### src/hw/rtl/plec_pkg.sv
// Shared types, sizes and codes for the positional list engine.
package plec_pkg;

  // Store size and derived widths
  localparam int CAPACITY = 64;
  localparam int IDX_W    = (CAPACITY > 1) ? $clog2(CAPACITY) : 1;
  localparam int LEN_W    = $clog2(CAPACITY + 1);
  localparam int DATA_W   = 32;
  localparam int POS_W    = 16;
  localparam int COUNT_W  = 7;

  // Request operation codes
  typedef enum logic [1:0] {
    OP_INSERT = 2'd0,
    OP_DELETE = 2'd1,
    OP_READ   = 2'd2,
    OP_CLEAR  = 2'd3
  } op_t;

  // Result status codes
  typedef enum logic [1:0] {
    STAT_DONE   = 2'd0,
    STAT_ABSENT = 2'd1,
    STAT_FULL   = 2'd2,
    STAT_RSVD   = 2'd3
  } stat_t;

  // Action broadcast to every cell of the row
  typedef enum logic [1:0] {
    CELL_HOLD = 2'd0,
    CELL_INS  = 2'd1,
    CELL_DEL  = 2'd2,
    CELL_READ = 2'd3
  } cell_op_t;

  typedef struct packed {
    cell_op_t            kind;
    logic [IDX_W-1:0]    tgt;
    logic [DATA_W-1:0]   value;
  } cell_cmd_t;

  // Sequencer states
  typedef enum logic [1:0] {
    S_IDLE   = 2'd0,
    S_EXEC   = 2'd1,
    S_GATHER = 2'd2
  } state_t;

endpackage

### src/hw/rtl/plec_cell.sv
// One storage cell of the shifting element row.
module plec_cell (
  input  logic                          clk,
  input  plec_pkg::cell_cmd_t           cmd,
  input  logic [plec_pkg::IDX_W-1:0]    my_idx,
  input  logic [plec_pkg::DATA_W-1:0]   left_data,
  input  logic [plec_pkg::DATA_W-1:0]   right_data,
  output logic [plec_pkg::DATA_W-1:0]   data_out,
  output logic [plec_pkg::DATA_W-1:0]   tap_out
);

  logic [plec_pkg::DATA_W-1:0] data_r;
  logic [plec_pkg::DATA_W-1:0] data_nxt;
  logic [plec_pkg::DATA_W-1:0] tap_r;
  logic [plec_pkg::DATA_W-1:0] tap_nxt;

  // Pick the next content: shift up on insert, shift down on delete.
  // Hold the tap until the next read so a stalled result keeps its value.
  always_comb begin
    data_nxt = data_r;
    tap_nxt  = tap_r;
    unique case (cmd.kind)
      plec_pkg::CELL_INS: begin
        if (my_idx > cmd.tgt) begin
          data_nxt = left_data;
        end else if (my_idx == cmd.tgt) begin
          data_nxt = cmd.value;
        end
      end
      plec_pkg::CELL_DEL: begin
        if (my_idx >= cmd.tgt) begin
          data_nxt = right_data;
        end
      end
      plec_pkg::CELL_READ: begin
        tap_nxt = (my_idx == cmd.tgt) ? data_r : '0;
      end
      default: begin
        data_nxt = data_r;
      end
    endcase
  end

  // Hold content and read tap
  always_ff @(posedge clk) begin
    data_r <= data_nxt;
    tap_r  <= tap_nxt;
  end

  assign data_out = data_r;
  assign tap_out  = tap_r;

endmodule
### config.mk
export PLATFORM = sky130hd
export DESIGN_NAME = plec_cell
export DESIGN_NICKNAME = d
export VERILOG_FILES = /design/src/hw/rtl/plec_pkg.sv /design/src/hw/rtl/plec_cell.sv
export SDC_FILE = /design/constraint.sdc
export NUM_CORES = 1
export LEC_CHECK = 0
export BUFFER_PORTS_ARGS = -buffer_cell sky130_fd_sc_hd__buf_4
export CORE_MARGIN = 1.5
export CORE_UTILIZATION = 46
export DETAILED_ROUTE_END_ITERATION = 8
export HOLD_SLACK_MARGIN = 0.02
export PLACE_DENSITY = 0.79
export SKIP_CTS_REPAIR_TIMING = 1
export SLEW_MARGIN = 20
export SYNTH_ARGS = -nofsm -noshare
export SYNTH_HDL_FRONTEND = slang
export SYNTH_SLANG_ARGS = --single-unit
### constraint.sdc
create_clock -name clk -period 9.9 [get_ports clk]
set_clock_uncertainty 0.15 [all_clocks]
set_input_delay 1.98 -clock clk [delete_from_list [all_inputs] [get_ports clk]]
set_output_delay 1.98 -clock clk [all_outputs]
set_load 0.005 [all_outputs]
# == After elaboration in Yosys (flattened, before gate mapping) ==
# Cells that the tools add are included.
# totals
input_bits,111
register_bits,64
# op_classes
reduce_logical,2
n_lt_le_gt_ge,2
muxes,4
eq_ne,6
# op_table
cell,count
$mux 32,3
$pmux 32 s2,1
$eq 6x6->1,1
$ge 6x6->1,1
$gt 6x6->1,1
$eq 2x2->1 const B,2
$ne 3x3->1 const B,1
$reduce_and 3->1,1
$eq 2x1->1 const B,1
$ne 2x2->1 const B,1
$reduce_bool 2->1,1

# == Longest topological paths before layout ==
# depth
ltp_word,4
ltp_mapped,8

# == Worst setup path before layout ==
# OpenSTA, ideal clock, no wires.
# synth_timing
path_type,input -> register
startpoint,in cmd[37] (netlist name)
endpoint,"reg data_r, in the netlist data_out[0] (enable)"
setup_ns,0.437
t_required_ns,9.313
setup_slack_ns,4.598
t_arrival_ns,4.716
stages,7
path_cell_list,inv_1 ha_1 and4_4 and3_1 buf_6 buf_2 a2bb2oi_1
# synth_between
elab_chain_cells,3
elab_cells_between_ends,6
# synth_rtl
element,line,rtl
"start, declared",plec_cell.sv:4,"input plec_pkg::cell_cmd_t cmd,"
"$gt 6x6->1, or another cell as far along",plec_cell.sv:24,if (my_idx > cmd.tgt) begin
$ne 3x3->1 (no line) or $ne 2x2->1 (tied branches),--,
$reduce_and 3->1 (no line) (*),--,
"end signal, assigned",plec_cell.sv:46,data_r <= data_nxt;
"end, declared",plec_cell.sv:12,logic [plec_pkg::DATA_W-1:0] data_r;
# Every way passes the cells marked *; elsewhere a longest branch is shown, timed or not.
# A chain may end at the register's enable or synchronous reset.

# == Worst setup path after layout ==
# layout_timing
startpoint,in cmd[37] (netlist name)
endpoint,"reg data_r, in the netlist data_out[4] (enable)"
# Same word-level chain as after synthesis.

==> flow_metrics.py <==
metrics = {
    "timing": {
        "rsz0062_at_grt": "false",
        "finalMaxSlewViolations": 0,
        "finalHoldViolations": 0,
        "setup_violations": 0,
        "tightestPinTransition_ns": 1.00,
        "clock.fmax_ghz": 0.215,
        "tns_ns": 0,
        "period_needed_ns": 4.64,
        "relSlewSlack_pct": 33.0,
        "fin_crit_sh_pct": 46.9,
    },
    "clock_network": {
        "root_buffer": "clkbuf_8",
        "cts_inserted_buffers": 9,
        "clkTransAtPathRegs_ns": 0.07,
        "worstSkewPairLatency_ns": 0.33,
        "clock-sinks": 64,
        "ctsLongestPathBuffers": 2,
        "htreeDepth": 3,
        "cts_tree": "built",
    },
    "grt": {
        "grt_antenna_before_repair": 0,
        "grt_max_degree": 98,
        "grt_use_total_pct": 22.6,
        "grt_pass1_wl_microns": 15500,
        "grt_pass1_vias": 3244,
        "overflow": 0,
    },
    "final_layout": {
        "fin_util_pct": 66.8,
        "antenna_cells": 0,
        "stdcell_count": 611,
        "nets": 621,
        "syn2layout_area_growth_pct": 38.4,
        "drive_gt1_share_pct": 39.7,
    },
    "power": {
        "p_leak_nw": 2.27,
        "power.density_nw_per_um2": 133,
        "ir_worst_vdd_mv": 0.0729,
    },
    "floorplanning": {
        "die_h_microns": 94.0,
        "fp-row-count": 32,
        "fp.coreArea_sq_um": 7890,
        "start_util_pct": 48.3,
        "dieArea_sq_um": 8830,
        "die_w_microns": 94.0,
        "io_pins": 175,
    },
    "synthesis": {
        "avgSynthCellArea_sq_um": 10.7,
        "synth_cell_type_count": 23,
        "synth_seq_cells": 64,
        "seq_area_frac_synth_pct": 50.5,
        "synth_nets": 473,
        "syn_area_sq_um": 3810,
        "synth_top_area_cell": "edfxtp_1",
        "synth_top_area_share_pct": 50.5,
        "yosys_warnings": 0,
        "synth_area_leaders": "edfxtp_1, and2_1, a311o_1",
        "synthCells": 356,
    },
    "critical_path": {
        "worst-r2r-setup-slack_ns": 8.93,
        "critPathLaunch": "cmd[37]",
        "arrival_ns": 4.44,
        "crit_required_ns": 9.70,
        "r2r_start": "data_out[0]",
        "cp_max_fo": 97,
        "path_class": "input pin to flip-flop",
        "rr_worst_depth": 1,
        "cp-start-kind": "input pin",
        "worstSetupEndpointType": "flip-flop",
        "r2r-end": "tap_out[0]",
        "endpoint": "data_out[4]",
    },
    "detailed_routing": {
        "drc": 0,
        "drt_iter0_markers": 196,
        "wire_per_inst_microns": 16.9,
        "wl_met2_microns": 5390,
        "wirelength_microns": 10300,
        "vias_per_cell": 5.79,
        "drt_pass1_iterations": 5,
        "antenna_left": 0,
        "wl_met1_microns": 4070,
        "vias": 3535,
        "routed.top_layer": "met4",
        "wl_met3_microns": 682,
    },
    "placement": {
        "routabilityCongestion": 0.798,
        "port-buffer-count": 174,
        "dp_hpwl_microns": 6910,
        "numPlacedInstances": 595,
    },
    "run_status": {
        "outcome": "finished, final reports clean",
    },
    "run": {
        "cap_viol_max_count": 0,
    },
    "worst_hold_path": {
        "hp-class": "flip-flop to flip-flop",
    },
}
## cells in the mapped netlist (all sizes together)
cell      n
and2     65
edfxtp   64
a21oi     1
ha        6
and4      1
and3      1
nand3    34
buf      30
nor2b     2
nand2b    2
o21ai     1
a311o    32
a21o      1
a22oi    32
nand4    32
clkbuf   13
nand2    32
a2bb2oi   1
inv       6
## cell families (layout without fill, tap and decap cells)
group / after synthesis / count (layout) / synth area share (%)
adders and majority gates: 6 / 6 / 1.97
AOI/OAI and AO/OA: 68 / 68 / 15.5
DFF: 64 / 64 / 50.5
buffers and inverters: 49 / 202 / 7.36
and+or+nand+nor: 169 / 169 / 24.7
## where the power goes
part / switching, W / internal [W]
clock network: 0.0000999 / 0.000114
logic: 0.0000678 / 0.0000814
registers: 0.0000109 / 0.000324
## cell type report
type | instances | area [sq um]
multi-input combinational | 243 | 1660
tap | 102 | 128
sequential | 64 | 1920
timing repair buffer | 180 | 1350
clock buffer | 9 | 124
inverter | 6 | 22.5
clock inverter | 7 | 62.6
fill | 629 | 2620
## metrics by stage
stage / setup WS, ns / total power (W) / hold WS [ns] / area [sq um]
detailed placement: 4.91 / 0.000490 / 0.396 / 5080
finish: 5.26 / 0.000698 / 0.413 / 5270
global placement: 4.98 / 0.000486 / 0.381 / 5080
CTS: 5.25 / 0.000700 / 0.412 / 5260
global route: 5.08 / 0.000727 / 0.439 / 5270
floorplan: 4.60 / 0.000411 / 0.401 / 3810
## worst min-delay path by stage
| stage | from | end | slack (ns) | cells past startpoint |
|---|---|---|---|---|
| global route | data_out[13] | tap_out[13] | 0.44 | 1 |
| finish | data_out[12] | tap_out[12] | 0.41 | 1 |
| CTS | data_out[12] | tap_out[12] | 0.41 | 1 |
| detailed placement | data_out[12] | tap_out[12] | 0.40 | 1 |
| floorplan | data_out[0] | tap_out[0] | 0.40 | 1 |
| global placement | data_out[16] | tap_out[16] | 0.38 | 1 |
## routing by layer
metal | global-route usage (%) | vias up
met1 | 26.7 | 1692
met5 | 0 | -
met4 | 9.08 | 0
met2 | 40.7 | 164
li1 | - | 1663
met3 | 3.56 | 16
## placed cells by master, fill, tap and decap left out, types with 2 or more instances in the layout
cell	netlist	routed
a311o_1	32	32
a22oi_1	32	32
buf_4	4	180
clkinv_1	0	2
nand2_1	32	32
nand3_1	34	33
clkinvlp_4	0	2
edfxtp_1	64	64
and2_1	65	65
clkinv_2	0	2
inv_1	6	6
nand4_1	32	32
ha_1	6	6
clkbuf_8	0	9
## critical path: stages
cell,delay [ns]
buf_4,0.08
inv_1,0.03
ha_1,0.37
and4_4,0.27
and3_2,0.18
buf_4,0.64
a2bb2oi_4,0.80
## flip-flops by register name, summed over array words and instances (netlist names)
| signal | flops |
|---|---|
| data_out | 32 |
| tap_out | 32 |
Note: power is estimated with default switching activity, not from simulation.
